<file path="config.mk">
export PLATFORM = sky130hd
export DESIGN_NAME = frmsq_ctrl
export DESIGN_NICKNAME = d
export VERILOG_FILES = /design/src/rtl/frmsq_pkg.sv /design/src/rtl/frmsq_ctrl.sv
export SDC_FILE = /design/constraint.sdc
export NUM_CORES = 1
export LEC_CHECK = 0
export ABC_CLOCK_PERIOD_IN_PS = 5000
export BUFFER_PORTS_ARGS = -buffer_cell sky130_fd_sc_hd__buf_2
export CAP_MARGIN = 25
export CORE_MARGIN = 4
export CORE_UTILIZATION = 37
export DETAILED_ROUTE_END_ITERATION = 8
export PLACE_DENSITY = 0.55
export SYNTH_ARGS = -nofsm -noshare
export SYNTH_HDL_FRONTEND = slang
export SYNTH_SLANG_ARGS = --single-unit
</file>
<file path="constraint.sdc">
create_clock -name clk -period 5 [get_ports clk]
set_clock_uncertainty 0.05 [all_clocks]
set_input_delay 0.5 -clock clk [delete_from_list [all_inputs] [get_ports clk]]
set_output_delay 0.5 -clock clk [all_outputs]
set_load 0.01 [all_outputs]
</file>
<file path="src/rtl/frmsq_pkg.sv">
// Shared types and constants for the frame RMS envelope and quiet detector.
package frmsq_pkg;

    // Field and state widths
    localparam int ENERGY_W   = 43;
    localparam int POWER_W    = 32;
    localparam int DECAY_W    = 16;
    localparam int RISE_W     = 24;
    localparam int QFRAC_W    = 16;
    localparam int FRAC_SHIFT = 32;
    localparam int DIVIDEND_W = ENERGY_W + FRAC_SHIFT;
    localparam int QUO_W      = 64;

    // Sequencer step counts
    localparam int DIV_STEPS  = DIVIDEND_W;
    localparam int SQRT_STEPS = QUO_W / 2;
    localparam int STEP_W     = 7;

    // Register port
    localparam int ADDR_W = 4;
    localparam int DATA_W = 32;

    localparam logic [DECAY_W-1:0] DECAY_RESET = 16'd64881;
    localparam logic [RISE_W-1:0]  RISE_RESET  = 24'd1678;
    localparam logic [QFRAC_W-1:0] QFRAC_RESET = 16'd655;

    typedef enum logic [1:0] {
        REG_DECAY = 2'd0,
        REG_RISE  = 2'd1,
        REG_QFRAC = 2'd2
    } reg_idx_t;

    typedef struct packed {
        logic [DECAY_W-1:0] decay;
        logic [RISE_W-1:0]  rise;
        logic [QFRAC_W-1:0] qfrac;
    } cfg_t;

    // Controller states, one-hot
    typedef enum logic [10:0] {
        ST_IDLE  = 11'b000_0000_0001,
        ST_LOAD  = 11'b000_0000_0010,
        ST_DIV   = 11'b000_0000_0100,
        ST_SQLD  = 11'b000_0000_1000,
        ST_SQRT  = 11'b000_0001_0000,
        ST_MULT  = 11'b000_0010_0000,
        ST_UPD   = 11'b000_0100_0000,
        ST_RANGE = 11'b000_1000_0000,
        ST_PROD  = 11'b001_0000_0000,
        ST_TERM  = 11'b010_0000_0000,
        ST_OUT   = 11'b100_0000_0000
    } state_t;

    // Datapath commands
    typedef struct packed {
        logic clear;
        logic accum;
        logic div_load;
        logic div_step;
        logic sqrt_load;
        logic sqrt_step;
        logic mult;
        logic update;
        logic range;
        logic prod;
        logic term;
        logic out_load;
    } cmd_t;

endpackage

</file>
<file path="src/rtl/frmsq_ctrl.sv">
// Sequencer: input/output handshakes and the end-of-frame step schedule.
module frmsq_ctrl (
    input  logic              clk,
    input  logic              rst_n,
    input  logic              in_valid,
    output logic              in_stall,
    input  logic              mode,
    input  logic              frame_last,
    output logic              out_valid,
    input  logic              out_stall,
    output frmsq_pkg::cmd_t   cmd
);

    frmsq_pkg::state_t            state_reg, state_next;
    logic [frmsq_pkg::STEP_W-1:0] step_reg, step_next;
    logic                         out_valid_reg, out_valid_next;
    logic                         in_take;
    logic                         out_free;

    assign in_stall  = (state_reg != frmsq_pkg::ST_IDLE);
    assign in_take   = in_valid && !in_stall;
    assign out_free  = !out_valid_reg || !out_stall;
    assign out_valid = out_valid_reg;

    // Next state and commands
    always_comb
    begin
        state_next = state_reg;
        step_next  = step_reg;
        cmd        = '0;
        case (state_reg)
            frmsq_pkg::ST_IDLE:
            begin
                if (in_take)
                begin
                    if (mode)
                    begin
                        cmd.clear = 1'b1;
                    end
                    else
                    begin
                        cmd.accum = 1'b1;
                        if (frame_last)
                        begin
                            state_next = frmsq_pkg::ST_LOAD;
                        end
                    end
                end
            end
            frmsq_pkg::ST_LOAD:
            begin
                cmd.div_load = 1'b1;
                step_next    = frmsq_pkg::STEP_W'(frmsq_pkg::DIV_STEPS - 1);
                state_next   = frmsq_pkg::ST_DIV;
            end
            frmsq_pkg::ST_DIV:
            begin
                cmd.div_step = 1'b1;
                step_next    = step_reg - 1'b1;
                if (step_reg == '0)
                begin
                    state_next = frmsq_pkg::ST_SQLD;
                end
            end
            frmsq_pkg::ST_SQLD:
            begin
                cmd.sqrt_load = 1'b1;
                step_next     = frmsq_pkg::STEP_W'(frmsq_pkg::SQRT_STEPS - 1);
                state_next    = frmsq_pkg::ST_SQRT;
            end
            frmsq_pkg::ST_SQRT:
            begin
                cmd.sqrt_step = 1'b1;
                step_next     = step_reg - 1'b1;
                if (step_reg == '0)
                begin
                    state_next = frmsq_pkg::ST_MULT;
                end
            end
            frmsq_pkg::ST_MULT:
            begin
                cmd.mult   = 1'b1;
                state_next = frmsq_pkg::ST_UPD;
            end
            frmsq_pkg::ST_UPD:
            begin
                cmd.update = 1'b1;
                state_next = frmsq_pkg::ST_RANGE;
            end
            frmsq_pkg::ST_RANGE:
            begin
                cmd.range  = 1'b1;
                state_next = frmsq_pkg::ST_PROD;
            end
            frmsq_pkg::ST_PROD:
            begin
                cmd.prod   = 1'b1;
                state_next = frmsq_pkg::ST_TERM;
            end
            frmsq_pkg::ST_TERM:
            begin
                cmd.term   = 1'b1;
                state_next = frmsq_pkg::ST_OUT;
            end
            frmsq_pkg::ST_OUT:
            begin
                // wait for the output word slot to free up
                if (out_free)
                begin
                    cmd.out_load = 1'b1;
                    state_next   = frmsq_pkg::ST_IDLE;
                end
            end
            default:
            begin
                state_next = frmsq_pkg::ST_IDLE;
            end
        endcase
    end

    // Output word valid
    always_comb
    begin
        if (cmd.out_load)
        begin
            out_valid_next = 1'b1;
        end
        else if (!out_stall)
        begin
            out_valid_next = 1'b0;
        end
        else
        begin
            out_valid_next = out_valid_reg;
        end
    end

    always_ff @(posedge clk or negedge rst_n)
    begin
        if (!rst_n)
        begin
            state_reg     <= frmsq_pkg::ST_IDLE;
            step_reg      <= '0;
            out_valid_reg <= 1'b0;
        end
        else
        begin
            state_reg     <= state_next;
            step_reg      <= step_next;
            out_valid_reg <= out_valid_next;
        end
    end

endmodule

</file>
==> results.sh <==
export IMPL_area_growth_pct=10.11
export IMPL_grt_overflow=0
export IMPL_worstSetupPathType="reg2out"
export IMPL_syn_area_um2=1189
export IMPL_ios=20
export IMPL_status="complete, no violations"
export IMPL_rsz0062_at_grt="no"
export IMPL_die_y_um=64.68
export IMPL_clk_pin_slew_ps=120
export IMPL_drtIter0Drc=71
export IMPL_finalHoldViolCount=0
export IMPL_cts_resized_gates=0
export IMPL_synth_most_common_cell="dfrtp_1"
export IMPL_clock_path_buffers=2
export IMPL_grt_use_met1=0.1755
export IMPL_crit_chain="or4_4 > nor3_1 > and3_2 > buf_2"
export IMPL_start_util=0.3893
export IMPL_root_buffer="clkbuf_4"
export IMPL_wl_um=2649
export IMPL_cts_buffers=3
export IMPL_min_period_over_period=0.5577
export IMPL_diodes=0
export IMPL_place_congestion=0.7922
export IMPL_vias_per_cell=5.589
export IMPL_synth_cell_type_count=47
export IMPL_fp_dieW_um=64.68
export IMPL_fillers=328
export IMPL_grt_pass1_vias=979
export IMPL_timing_final_ws_setup_ps=2212
export IMPL_nets=150
export IMPL_final_setup_tns_ps=0
export IMPL_grt_use_met3=0.03986
export IMPL_ant_nets=0
export IMPL_syn_nets=132
export IMPL_gr_max_usage_layer="met2"
export IMPL_clock_latency_ps=310
export IMPL_cap_violations=0
export IMPL_ys_warn_count=0
export IMPL_synth_common_cells="18 x dfrtp_1, 14 x nand2_1, 10 x nor2_1"
export IMPL_critPathMaxFanout=10
export IMPL_cellLeakagePower_nw=0.6343
export IMPL_hp_class="in2async"
export IMPL_dr_total_vias=1034
export IMPL_synthTopCellsByArea="dfrtp_1 38%, nand2_1 4.4%, and3b_2 3.4%"
export IMPL_wl_per_cell_um=14.32
export IMPL_grt_max_degree=20
export IMPL_holdBufCountCts=0
export IMPL_critPathArrivalTime_ps=2240
export IMPL_syn_inst=124
export IMPL_power_density_nw_per_um2=424.3
export IMPL_cts_tree="yes"
export IMPL_clock_fmax_ghz=0.3586
export IMPL_die_area_um2=4184
export IMPL_synth_seq_cells=19
export IMPL_drive_gt1_frac=0.2695
export IMPL_yosysTopAreaCell="dfrtp_1"
export IMPL_worstSetupStartpointType="flip-flop"
export IMPL_ys_seq_area_frac=0.4011
export IMPL_post_place_ws_ps=2599
export IMPL_grt_usage=0.1390
export IMPL_final_max_slew_viol_count=0
export IMPL_async_flop_share=1.000
export IMPL_max_stage_delay_ps=610
export IMPL_avgSynthCellArea_um2=9.586
export IMPL_core_um2=3053
export IMPL_rows=20
export IMPL_tightest_slew_ps=512.3
export IMPL_slew_headroom=0.6536
export IMPL_grt_pass1_wl_um=4567
export IMPL_cp_end_kind="output pin"
export IMPL_cts_sinks=19
export IMPL_final_setup_viol_count=0
export IMPL_post_cts_repair_setup_buffers=0
export IMPL_synth_edf_count=0
export IMPL_min_period_ps=2788
export IMPL_htreeDepth=1
export IMPL_met2_usage=0.2294
export IMPL_cp_slowest_cell="or4_4"
export IMPL_antenna_found_initial=0
export IMPL_dr_pass1_iters=6
export IMPL_cp_required_ps=4450
export IMPL_largest_reg_flops=11
export IMPL_dp_hpwl_um=1924
export IMPL_yosys_area_top_type_share=0.3789
export IMPL_ys_flop_type="dfrtp_1"
export IMPL_drc_errors=0
export IMPL_irDropWorstVdd_uv=203.1
export IMPL_port_buffers=19
## layout make-up
class | instances | area [um^2] | share of cell area
inverter | 5 | 18.77 | 0.01434
clock inverter | 1 | 5.005 | 0.003824
timing repair buffer | 19 | 95.09 | 0.07266
multi-input combinational | 94 | 635.6 | 0.4857
clock buffer | 3 | 22.52 | 0.01721
tap | 44 | 55.05 | 0.04206
sequential | 19 | 476.7 | 0.3642
## stage by stage
stage | utilization | std cells | instance area (um^2) | hold slack (ps) | total power, mW
after floorplan | - | 124 | 1189 | 154.4 | 0.4132
after global placement | 0.4197 | 181 | 1281 | 420.5 | 0.4685
after detailed placement | 0.4197 | 181 | 1281 | 421.0 | 0.4722
after CTS | 0.4287 | 185 | 1309 | 61.08 | 0.5596
after global routing | 0.4287 | 185 | 1309 | 70.89 | 0.6076
final | 0.4287 | 185 | 1309 | 51.86 | 0.5553
## logic make-up after synthesis
kind of cell,Yosys count,synth area share
fa+ha+maj,2,0.02105
flops,19,0.4011
xor+xnor,3,0.02211
buf+inv,11,0.06421
simple gates,64,0.3358
compound gates,25,0.1558
## final timing paths
check / from / to / slack (ps) / cells past startpoint
setup / recovery: state_reg[6] / cmd[11] / 2210 / 4
hold / removal: rst_n / state_reg[7] / 50 / 1
setup reg to reg: state_reg[6] / state_reg[3] / 2830 / 5
max in group asynchronous: rst_n / state_reg[0] / 4510 / 1
hold reg to reg: step_reg[2] / step_reg[2] / 500 / 1
min in group clk: out_stall / out_valid / 420 / 3
## per-layer routing
metal / wire length (um) / up-vias / part of all wire
li1: - / 506 / -
met1: 1202 / 505 / 0.45
met2: 1300 / 19 / 0.49
met3: 123 / 4 / 0.046
met4: 22 / 0 / 0.0083
met5: 0 / - / 0
## where the power goes
| group | total (mW) | switching [mW] | internal, mW |
|---|---|---|---|
| logic | 0.236 | 0.142 | 0.0941 |
| clock network | 0.0851 | 0.0551 | 0.0299 |
| registers | 0.234 | 0.0426 | 0.191 |
## cell usage in the layout, fill, tap and decap left out, types with 4 or more instances in the layout
| cell | n |
|---|---|
| nor2_1 | 10 |
| buf_2 | 19 |
| o21ai_0 | 5 |
| nor4b_1 | 4 |
| nand2_1 | 14 |
| nor3_1 | 7 |
| and3b_2 | 4 |
| dfrtp_1 | 18 |
| inv_1 | 5 |
## worst max-delay path: cells and delay by family (launching register included)
family / cells / cell delay [ps]
buf+inv: 1 / 120
flops: 1 / 490
simple gates: 3 / 1320
(Power assumes the default switching activity.)
