**src/rtl/frmsq_pkg.sv**
```systemverilog
// Shared types and constants for the frame RMS envelope and quiet detector.
package frmsq_pkg;

    // Field and state widths
    localparam int ENERGY_W   = 43;
    localparam int POWER_W    = 32;
    localparam int DECAY_W    = 16;
    localparam int RISE_W     = 24;
    localparam int QFRAC_W    = 16;
    localparam int FRAC_SHIFT = 32;
    localparam int DIVIDEND_W = ENERGY_W + FRAC_SHIFT;
    localparam int QUO_W      = 64;

    // Sequencer step counts
    localparam int DIV_STEPS  = DIVIDEND_W;
    localparam int SQRT_STEPS = QUO_W / 2;
    localparam int STEP_W     = 7;

    // Register port
    localparam int ADDR_W = 4;
    localparam int DATA_W = 32;

    localparam logic [DECAY_W-1:0] DECAY_RESET = 16'd64881;
    localparam logic [RISE_W-1:0]  RISE_RESET  = 24'd1678;
    localparam logic [QFRAC_W-1:0] QFRAC_RESET = 16'd655;

    typedef enum logic [1:0] {
        REG_DECAY = 2'd0,
        REG_RISE  = 2'd1,
        REG_QFRAC = 2'd2
    } reg_idx_t;

    typedef struct packed {
        logic [DECAY_W-1:0] decay;
        logic [RISE_W-1:0]  rise;
        logic [QFRAC_W-1:0] qfrac;
    } cfg_t;

    // Controller states, one-hot
    typedef enum logic [10:0] {
        ST_IDLE  = 11'b000_0000_0001,
        ST_LOAD  = 11'b000_0000_0010,
        ST_DIV   = 11'b000_0000_0100,
        ST_SQLD  = 11'b000_0000_1000,
        ST_SQRT  = 11'b000_0001_0000,
        ST_MULT  = 11'b000_0010_0000,
        ST_UPD   = 11'b000_0100_0000,
        ST_RANGE = 11'b000_1000_0000,
        ST_PROD  = 11'b001_0000_0000,
        ST_TERM  = 11'b010_0000_0000,
        ST_OUT   = 11'b100_0000_0000
    } state_t;

    // Datapath commands
    typedef struct packed {
        logic clear;
        logic accum;
        logic div_load;
        logic div_step;
        logic sqrt_load;
        logic sqrt_step;
        logic mult;
        logic update;
        logic range;
        logic prod;
        logic term;
        logic out_load;
    } cmd_t;

endpackage

```
**src/rtl/frmsq_regs.sv**
```systemverilog
// Configuration register file on the APB-style port.
module frmsq_regs (
    input  logic                          clk,
    input  logic                          rst_n,
    input  logic                          psel,
    input  logic                          penable,
    input  logic                          pwrite,
    input  logic [frmsq_pkg::ADDR_W-1:0]  paddr,
    input  logic [frmsq_pkg::DATA_W-1:0]  pwdata,
    output logic [frmsq_pkg::DATA_W-1:0]  prdata,
    output logic                          pready,
    output frmsq_pkg::cfg_t               cfg
);

    logic [frmsq_pkg::DECAY_W-1:0] decay_reg;
    logic [frmsq_pkg::RISE_W-1:0]  rise_reg;
    logic [frmsq_pkg::QFRAC_W-1:0] qfrac_reg;
    frmsq_pkg::reg_idx_t           idx;
    logic                          wr_en;

    assign idx    = frmsq_pkg::reg_idx_t'(paddr[3:2]);
    assign wr_en  = psel && penable && pwrite;
    assign pready = 1'b1;

    // Register writes; unmapped addresses are ignored
    always_ff @(posedge clk or negedge rst_n)
    begin
        if (!rst_n)
        begin
            decay_reg <= frmsq_pkg::DECAY_RESET;
            rise_reg  <= frmsq_pkg::RISE_RESET;
            qfrac_reg <= frmsq_pkg::QFRAC_RESET;
        end
        else if (wr_en)
        begin
            case (idx)
                frmsq_pkg::REG_DECAY: decay_reg <= pwdata[frmsq_pkg::DECAY_W-1:0];
                frmsq_pkg::REG_RISE:  rise_reg  <= pwdata[frmsq_pkg::RISE_W-1:0];
                frmsq_pkg::REG_QFRAC: qfrac_reg <= pwdata[frmsq_pkg::QFRAC_W-1:0];
                default: ;
            endcase
        end
    end

    // Read mux
    always_comb
    begin
        case (idx)
            frmsq_pkg::REG_DECAY: prdata = {16'd0, decay_reg};
            frmsq_pkg::REG_RISE:  prdata = {8'd0, rise_reg};
            frmsq_pkg::REG_QFRAC: prdata = {16'd0, qfrac_reg};
            default:              prdata = '0;
        endcase
    end

    assign cfg.decay = decay_reg;
    assign cfg.rise  = rise_reg;
    assign cfg.qfrac = qfrac_reg;

endmodule

```
**config.mk**
```make
export PLATFORM = sky130hd
export DESIGN_NAME = frmsq_regs
export DESIGN_NICKNAME = d
export VERILOG_FILES = /design/src/rtl/frmsq_pkg.sv /design/src/rtl/frmsq_regs.sv
export SDC_FILE = /design/constraint.sdc
export NUM_CORES = 1
export LEC_CHECK = 0
export BUFFER_PORTS_ARGS = -buffer_cell sky130_fd_sc_hd__buf_2
export CAP_MARGIN = 20
export CORE_UTILIZATION = 42
export DETAILED_ROUTE_END_ITERATION = 10
export GPL_TIMING_DRIVEN = 0
export MAX_ROUTING_LAYER = met4
export PLACE_DENSITY = 0.77
export SYNTH_ARGS = -nofsm -noshare
export SYNTH_HDL_FRONTEND = slang
export SYNTH_SLANG_ARGS = --single-unit
```
**constraint.sdc**
```tcl
create_clock -name clk -period 1.3 [get_ports clk]
set_input_delay 0.325 -clock clk [delete_from_list [all_inputs] [get_ports clk]]
set_output_delay 0.325 -clock clk [all_outputs]
set_load 0.05 [all_outputs]
```
==> out/metrics.cfg, run 1 <==
[finish]
fillers=294
syn2layout_area_growth_pct=89.96
nets=398
finalInstanceArea_um2=5065
final_common_cell=buf_6
antenna_cells=0
drive_gt1_share_pct=85.47
layout_common_cells=buf_6, buf_4, buf_8
finalNonFillerCells=433
largest_reg_flops=24

[synth]
synth.area.top_cells=dfrtp_1, dfstp_2, mux2_2
async_reset_ff_share_pct=100.0
syn-cell-area_um2=2666
yosysTopAreaCellShare_pct=30.97
ys_warn_count=0
avgSynthCellArea_um2=13.60
synthCells=196
ys_ff_latch=56
ys.flop_type=dfrtp_1
ys_seq_area_share_pct=53.64
synth_area_leader_cell=dfrtp_1
synth_cell_type_count=20
synth_edf_count=0

[timing]
max_clock_freq_mhz=612.3
fin_crit_ps=1633
finalCritPeriodShare_pct=125.6
hold_slack_ps=31.00
clock_skew_ps=0
setup-violations-final=51
maxSlewHeadroom_pct=56.03
slew_violations=0
tns_ps=-9734
worst_pin_slew_ps=659.5
rsz0062_at_grt=yes
hold_viol=0
setup_slack_ps=-333.3

[floorplanning]
coreArea_um2=6026
die_w_um=81.68
die-height_um=81.68
floorplan.initialDensity_pct=44.25
ios=130
dieArea_um2=6671
rows=28

[clock_network]
numCtsBuffers=5
clock_sinks=56
path_clk_slew_ps=100
insertion_delay_ps=320
cts.htree.levels=2
cts_max_path_buffers=2
root_buffer=clkbuf_8
cts_tree=built
holdBufCountCts=0

[route]
avgViaCountPerCell=5.072
postRouteAntennaNets=0
wl_um=8353
first_pass_iters=4
wire_per_inst_um=19.29
drt-initial-drc-count=80
dr_total_vias=2196
drc=0

[setup_path]
crit_required_ps=980
slowest_stage=dfstp_2
cpLargestDelayFamily=flip-flops
crit_arrival_ps=1310
cpPeakStageDelay_ps=580
worstPathCellList=mux2i_4 > o21ai_4 > buf_6
crit_path_max_fanout=2
cp_num_buf_inv=1
worstSetupPathType=reg -> out
worstSetupStartpointType=flip-flop
critPathCaptureType=output pin

[place]
port_buffers=110
routabilityCongestion=0.7136
place_inst=389
hpwlAfterDp_um=4734
postPlaceCellArea_um2=3775

[grt]
grt_max_degree=30
grt_overflow=0
grt_pass1_vias=2170
grt_usage_pct=25.27
grt_pass1_wl_um=11710
antenna_found_initial=0

[pwr]
p_leak_nw=2.309
power_density_nw_per_um2=1763
peakVddDrop_uv=1090

[status]
violations=setup timing
status=complete, but fails checks

[job]
maxCapViolations=0

[worst_hold_path]
worstHoldPathType=in -> async

per-stage QoR:
step	total power [mW]	utilization, %	setup WS, ps
after floorplan	5.566	-	-219.0
after global placement	6.274	62.31	-765.6
after detailed placement	6.349	62.65	-749.2
after CTS	8.553	79.69	-308.5
after global routing	9.220	84.05	-371.9
final	8.930	84.05	-333.3
Yosys cell counts, types with 2 or more instances:
library cell  number
and2_1             8
buf_2              2
buf_4             13
clkbuf_1           3
conb_1             2
dfrtp_1           33
dfstp_2           23
mux2_2            45
mux2_4            10
mux2i_1           16
nand2_1           16
nor2b_1            2
o21ai_0           16
worst paths after layout:
path                                      startpoint                       end  slack [ps]  cells after the start
hold reg to reg             qfrac_reg[4]$_DFFE_PN0P_  qfrac_reg[4]$_DFFE_PN0P_         540                      1
setup reg to reg             rise_reg[7]$_DFFE_PN1P_   rise_reg[7]$_DFFE_PN1P_         320                      3
setup / recovery           decay_reg[11]$_DFFE_PN1P_                prdata[11]        -330                      3
hold / removal                                 rst_n  decay_reg[2]$_DFFE_PN0P_          30                      1
min in group clk                          pwdata[18]  rise_reg[18]$_DFFE_PN0P_         230                      2
max in group asynchronous                      rst_n   rise_reg[1]$_DFFE_PN1P_         610                      2
what timing repair did:
item,4_1_cts,5_1_grt
pin swaps,11,6
setup buffers,24,11
cloned,3,2
gates resized for setup,187,60
setup endpoints to repair,111,105
hold endpoints to repair,0,0
metal layers:
layer / global-route usage, % / wire, um / share of wire (%)
met1: 29.57 / 3319 / 40
met2: 44.25 / 4551 / 54
met3: 5.222 / 378 / 4.5
met4: 6.491 / 104 / 1.2
met5: - / 0 / 0
where the power goes:
part	internal, mW	switching, mW	total [mW]
registers	2.29	0.480	2.77
clock network	0.571	0.601	1.17
logic	2.18	2.81	4.99
cell type report:
cell class | count | area (um^2) | area share, %
flip-flops and latches | 56 | 1438 | 28.38
repair buffers | 148 | 1556 | 30.73
plain buffers | 19 | 257.7 | 5.089
well taps | 75 | 93.84 | 1.853
clock buffers | 5 | 68.82 | 1.359
multi-input cells | 127 | 1608 | 31.74
clock inverters | 3 | 42.54 | 0.8399
cell families after synthesis:
group / share of synthesized area, %
AOI/OAI and AO/OA: 3.003
and+or+nand+nor: 6.382
DFF: 53.64
buffers and inverters: 5.631
other: 0.2817
muxes: 31.07
Note: power is estimated with default switching activity, not from simulation.
==> run 2, diff against run 1 <==
Settings changed: ABC_AREA from default to 1, PLACE_DENSITY 0.77 to 0.76.
==> out/metrics.cfg, run 2 <==
[status]
status=complete, but fails checks  ; unchanged
violations=setup timing  ; unchanged

[clock_network]
insertion_delay_ps=290  ; was 320 ps
cts_max_path_buffers=2  ; unchanged
numCtsBuffers=5  ; unchanged
cts.htree.levels=2  ; unchanged
root_buffer=clkbuf_8  ; unchanged
cts_tree=built  ; unchanged
clock_sinks=56  ; unchanged
path_clk_slew_ps=100  ; about the same

[route]
wl_um=9282  ; was 8353 um
first_pass_iters=4  ; unchanged
avgViaCountPerCell=4.895  ; was 5.072
drc=0  ; unchanged
dr_total_vias=2883  ; was 2196
drt-initial-drc-count=171  ; was 80
wire_per_inst_um=15.76  ; was 19.29 um
postRouteAntennaNets=0  ; unchanged

[synth]
yosysTopAreaCellShare_pct=29.72  ; was 30.97%
synthCells=344  ; was 196
synth_commonest_cells=nand2_1, dfrtp_1, dfstp_2  ; was mux2_2, dfrtp_1, dfstp_2
ys.flop_type=dfrtp_1  ; unchanged
ys_ff_latch=56  ; unchanged
synth.area.top_cells=dfrtp_1, nand2_1, dfstp_2  ; was dfrtp_1, dfstp_2, mux2_2
avgSynthCellArea_um2=8.078  ; was 13.60 um^2
synth_cell_type_count=20  ; unchanged
ys_warn_count=0  ; unchanged
synth_edf_count=0  ; unchanged
async_reset_ff_share_pct=100.0  ; unchanged
syn-cell-area_um2=2779  ; was 2666 um^2
synth_area_leader_cell=dfrtp_1  ; unchanged
ys_seq_area_share_pct=51.46  ; was 53.64%
yosysMostFrequentCell=nand2_1  ; was mux2_2

[grt]
grt_pass1_wl_um=14390  ; was 11710 um
grt_pass1_vias=2878  ; was 2170
grt_overflow=0  ; unchanged
antenna_found_initial=0  ; unchanged
grt_max_degree=33  ; was 30
grt_usage_pct=27.10  ; was 25.27%

[setup_path]
crit_arrival_ps=1200  ; was 1310 ps
crit_required_ps=980  ; about the same
worstPathCellList=nand2_2 > nand3_4 > buf_8  ; was mux2i_4 > o21ai_4 > buf_6
crit_path_max_fanout=3  ; was 2
cp_num_buf_inv=1  ; unchanged
slowest_stage=dfstp_2  ; unchanged
critPathCaptureType=output pin  ; unchanged
cpPeakStageDelay_ps=590  ; was 580 ps
worstSetupPathType=reg -> out  ; unchanged
worstSetupStartpointType=flip-flop  ; unchanged
cpLargestDelayFamily=flip-flops  ; unchanged

[timing]
maxSlewHeadroom_pct=61.10  ; was 56.03%
clock_skew_ps=0  ; unchanged
setup-violations-final=47  ; was 51
worst_pin_slew_ps=583.5  ; was 659.5 ps
finalCritPeriodShare_pct=117.1  ; was 125.6%
fin_crit_ps=1522  ; was 1633 ps
setup_slack_ps=-222.1  ; was -333.3 ps
tns_ps=-5567  ; was -9734 ps
max_clock_freq_mhz=657.0  ; was 612.3 MHz
slew_violations=0  ; unchanged
rsz0062_at_grt=yes  ; unchanged
hold_viol=0  ; unchanged

[finish]
largest_reg_flops=24  ; unchanged
final_common_cell=nand2_1  ; was buf_6
nets=552  ; was 398
syn2layout_area_growth_pct=81.76  ; was 89.96%
multi_input_area_um2=1543  ; was 1608 um^2
drive_gt1_share_pct=63.28  ; was 85.47%
regArea_um2=1455  ; was 1438 um^2
layout_common_cells=nand2_1, buf_4, nand2_2  ; was buf_6, buf_4, buf_8
fillers=386  ; was 294
antenna_cells=0  ; unchanged

[pwr]
power_density_nw_per_um2=1579  ; was 1763 nW/um^2
p_leak_nw=2.674  ; was 2.309 nW
peakVddDrop_uv=954.8  ; was 1090 uV
power.total_mw=7.973  ; was 8.930 mW

[place]
hpwlAfterDp_um=5550  ; was 4734 um
routabilityCongestion=0.8249  ; was 0.7136
port_buffers=110  ; unchanged

[floorplanning]
die_w_um=83.34  ; was 81.68 um
coreArea_um2=6386  ; was 6026 um^2
floorplan.initialDensity_pct=43.51  ; was 44.25%
dieArea_um2=6946  ; was 6671 um^2
rows=29  ; was 28
die-height_um=83.34  ; was 81.68 um
ios=130  ; unchanged

[worst_hold_path]
worstHoldPathType=in -> async  ; unchanged

[job]
maxCapViolations=0  ; unchanged

run 2: cell count changes after synthesis, moves of 9 or more:
cell     change
o21ai_0     -16
nand2_1    +182
mux2_4      -10
nand2_2     +21
inv_1        +9
mux2i_1     -16
mux2_2      -45
nand3_1     +16
run 2: timing repair:
| item | CTS | global route |
|---|---|---|
| gates resized for setup | 182 | 56 |
| buffers inserted | 26 | 15 |
| hold buffers | 0 | 0 |
| gates cloned | 1 | 0 |
| setup endpoints to repair | 59 | 63 |
| pin swaps | 27 | 7 |
run 2: worst reg2reg max path, delay by kind of cell (launching register included):
family / cells / cell delay, ps
DFF: 1 / 560
buffers and inverters: 2 / 190
and+or+nand+nor: 2 / 100
run 2: cell type report:
| cell class | count | share of cell area, % |
|---|---|---|
| Multi-Input combinational cell | 262 | 30.54 |
| Inverter | 13 | 1.461 |
| Clock inverter | 1 | 0.5945 |
| Clock buffer | 7 | 1.511 |
| Sequential cell | 56 | 28.81 |
| Timing Repair Buffer | 153 | 30.99 |
| Buffer | 20 | 4.186 |
| Tap cell | 77 | 1.907 |
run 2: worst paths after layout:
path	from	to	slack, ps	cells past startpoint
min in group clk	pwdata[18]	rise_reg[18]$_DFFE_PN0P_	210	3
worst min register to register	decay_reg[15]$_DFFE_PN1P_	decay_reg[15]$_DFFE_PN1P_	490	2
max in group asynchronous	rst_n	rise_reg[2]$_DFFE_PN1P_	640	2
worst max register to register	decay_reg[11]$_DFFE_PN1P_	decay_reg[11]$_DFFE_PN1P_	390	4
worst max-delay path	rise_reg[3]$_DFFE_PN1P_	prdata[3]	-220	3
worst min-delay path	rst_n	qfrac_reg[11]$_DFFE_PN0P_	4	1
run 2: cells by family (layout without fill, tap and decap cells):
family                 Yosys count  after routing  share of synthesized area (%)
other                            2              9                         0.2702
AND/OR/NAND/NOR                253            253                          39.85
flip-flops                      56             56                          51.46
buffers and inverters           33            194                          8.419
run 2: layer usage:
metal  share of wire, %  global-route usage, %  wire (um)
met5                  0                      -          0
met1                 37                  31.86       3444
met3                4.3                  2.982        396
met2                 57                  49.63       5306
met4                1.4                  6.270        134
run 2: where the power goes:
group          total, mW  switching [mW]  leakage, nW  internal (mW)
registers           2.66           0.419        0.634           2.24
clock network       1.13           0.548       0.0524          0.578
logic               4.19            2.58         1.99           1.61
total               7.97            3.55         2.67           4.43
run 2: metrics by stage:
stage	instances	utilization, %	hold slack (ps)	area [um^2]	setup slack (ps)
2_1_floorplan	351	-	29.41	3163	-28.66
3_3_place_gp	538	59.66	458.7	3810	-545.4
3_5_place_dp	539	59.97	364.6	3830	-546.8
4_1_cts	574	74.65	26.58	4767	-193.1
5_1_grt	589	79.09	45.96	5051	-254.1
6_report	589	79.09	3.527	5051	-222.1
==> run 3, diff against run 2 <==
Settings changed: CORE_MARGIN from default to 1.5, CORE_UTILIZATION 42 to 28, PLACE_DENSITY 0.76 to default.
==> out/metrics.cfg, run 3 (synthesis gave the netlist of run 2 again) <==
[status]
status=complete, but fails checks  ; unchanged
violations=setup timing  ; unchanged

[setup_path]
cpLargestDelayFamily=flip-flops  ; unchanged
cp_num_buf_inv=1  ; unchanged
cpPeakStageDelay_ps=580  ; was 590 ps
worstSetupPathType=reg -> out  ; unchanged
worstPathCellList=nand2_2 > nand3_4 > buf_8  ; unchanged
crit_arrival_ps=1190  ; was 1200 ps
cp-startpoint=rise_reg[9]$_DFFE_PN1P_  ; was rise_reg[3]$_DFFE_PN1P_
critPathCaptureType=output pin  ; unchanged
slowest_stage=dfstp_2  ; unchanged
worstSetupStartpointType=flip-flop  ; unchanged
crit_required_ps=980  ; about the same
reg2reg_from=decay_reg[0]$_DFFE_PN1P_  ; was decay_reg[11]$_DFFE_PN1P_
crit_path_max_fanout=3  ; unchanged

[floorplanning]
die_w_um=102.6  ; was 83.34 um
ios=130  ; unchanged
coreArea_um2=9684  ; was 6386 um^2
floorplan.initialDensity_pct=28.70  ; was 43.51%
die-height_um=102.6  ; was 83.34 um
rows=36  ; was 29
dieArea_um2=10530  ; was 6946 um^2

[pwr]
power.total_mw=7.851  ; was 7.973 mW
p_leak_nw=2.611  ; was 2.674 nW
peakVddDrop_uv=747.0  ; was 954.8 uV
power_density_nw_per_um2=1545  ; was 1579 nW/um^2

[place]
port_buffers=110  ; unchanged
hpwlAfterDp_um=6179  ; was 5550 um
post-place-ws_ps=-568.1  ; was -546.8 ps
place_inst=595  ; was 539
routabilityCongestion=0.8210  ; was 0.8249

[finish]
drive_gt1_share_pct=63.78  ; was 63.28%
nets=548  ; was 552
regArea_um2=1458  ; was 1455 um^2
finalNonFillerCells=641  ; was 589
fillers=902  ; was 386
antenna_cells=0  ; unchanged
final_common_cell=nand2_1  ; unchanged
layout_common_cells=nand2_1, nand2_2, buf_4  ; was nand2_1, buf_4, nand2_2
multi_input_area_um2=1528  ; was 1543 um^2
largest_reg_flops=24  ; unchanged
syn2layout_area_growth_pct=82.85  ; was 81.76%

[clock_network]
cts_tree=built  ; unchanged
holdBufCountCts=0  ; unchanged
cts.htree.levels=2  ; unchanged
numCtsBuffers=5  ; unchanged
insertion_delay_ps=310  ; was 290 ps
path_clk_slew_ps=100  ; about the same
root_buffer=clkbuf_8  ; unchanged
clock_sinks=56  ; unchanged
cts_max_path_buffers=2  ; unchanged

[timing]
rsz0062_at_grt=yes  ; unchanged
fin_crit_ps=1518  ; was 1522 ps
slew_violations=0  ; unchanged
setup_slack_ps=-217.9  ; was -222.1 ps
maxSlewHeadroom_pct=56.65  ; was 61.10%
max_clock_freq_mhz=658.8  ; was 657.0 MHz
finalCritPeriodShare_pct=116.8  ; was 117.1%
clock_skew_ps=0  ; unchanged
setup-violations-final=47  ; unchanged
hold_viol=0  ; unchanged
worst_pin_slew_ps=650.3  ; was 583.5 ps

[grt]
grt_pass1_wl_um=14690  ; was 14390 um
antenna_found_initial=0  ; unchanged
grt_usage_pct=19.47  ; was 27.10%
grt_overflow=0  ; unchanged
grt_pass1_vias=2763  ; was 2878
grt_max_degree=31  ; was 33

[route]
avgViaCountPerCell=4.254  ; was 4.895
wire_per_inst_um=14.69  ; was 15.76 um
drt-initial-drc-count=83  ; was 171
drc=0  ; unchanged
wl_um=9417  ; was 9282 um
postRouteAntennaNets=0  ; unchanged
dr_total_vias=2727  ; was 2883
first_pass_iters=4  ; unchanged

[job]
maxCapViolations=0  ; unchanged

[worst_hold_path]
worstHoldPathType=in -> async  ; unchanged

[run 3: cell types whose count changed in the layout (fill, tap and decap cells not counted), sizes merged]
cell,delta
clkbuf,-2
buf,-1
bufinv,-1
[run 3: final timing paths]
| path | endpoint | slack, ps | cells past startpoint |
|---|---|---|---|
| max reg2reg | decay_reg[0]$_DFFE_PN1P_ | 400 | 4 |
| min in group clk | rise_reg[20]$_DFFE_PN0P_ | 210 | 3 |
| min reg2reg | rise_reg[10]$_DFFE_PN1P_ | 490 | 2 |
| max | prdata[9] | -220 | 3 |
| max in group asynchronous | decay_reg[5]$_DFFE_PN1P_ | 610 | 2 |
| min | rise_reg[18]$_DFFE_PN0P_ | 30 | 1 |
[run 3: repair_timing]
| action | 4_1_cts | 5_1_grt |
|---|---|---|
| gates resized for setup | 197 | 47 |
| endpoints found under the setup margin | 72 | 67 |
| pin swaps | 28 | 8 |
| gates cloned | 1 | 0 |
| setup buffers | 20 | 17 |
[run 3: area by class of cell]
class / instances / share of cell area [%]
multi-input combinational: 262 / 30.07
buffer: 20 / 4.162
tap: 133 / 3.275
timing repair buffer: 149 / 30.63
sequential: 56 / 28.69
inverter: 13 / 1.404
clock buffer: 8 / 1.773
[run 3: power by group]
part           switching (mW)  internal (mW)
combinational            2.55           1.64
clock                   0.579          0.437
sequential              0.409           2.24
[run 3: stage by stage]
step / hold slack [ps] / util [%] / TNS [ps] / instance area (um^2)
2_1_floorplan: 29.41 / - / -120.2 / 3163
3_3_place_gp: 458.1 / 40.06 / -18790 / 3880
3_5_place_dp: 389.1 / 40.27 / -10920 / 3900
4_1_cts: 40.05 / 49.57 / -5435 / 4801
5_1_grt: 64.04 / 52.47 / -7726 / 5081
6_report: 26.60 / 52.47 / -5679 / 5081
[run 3: metal layers]
metal / part of all wire (%) / global-route usage (%) / up-vias
li1: - / - / 1346
met4: 0.95 / 5.058 / 0
met2: 53 / 33.93 / 72
met3: 4.0 / 2.847 / 6
met5: 0 / - / -
met1: 42 / 23.65 / 1303
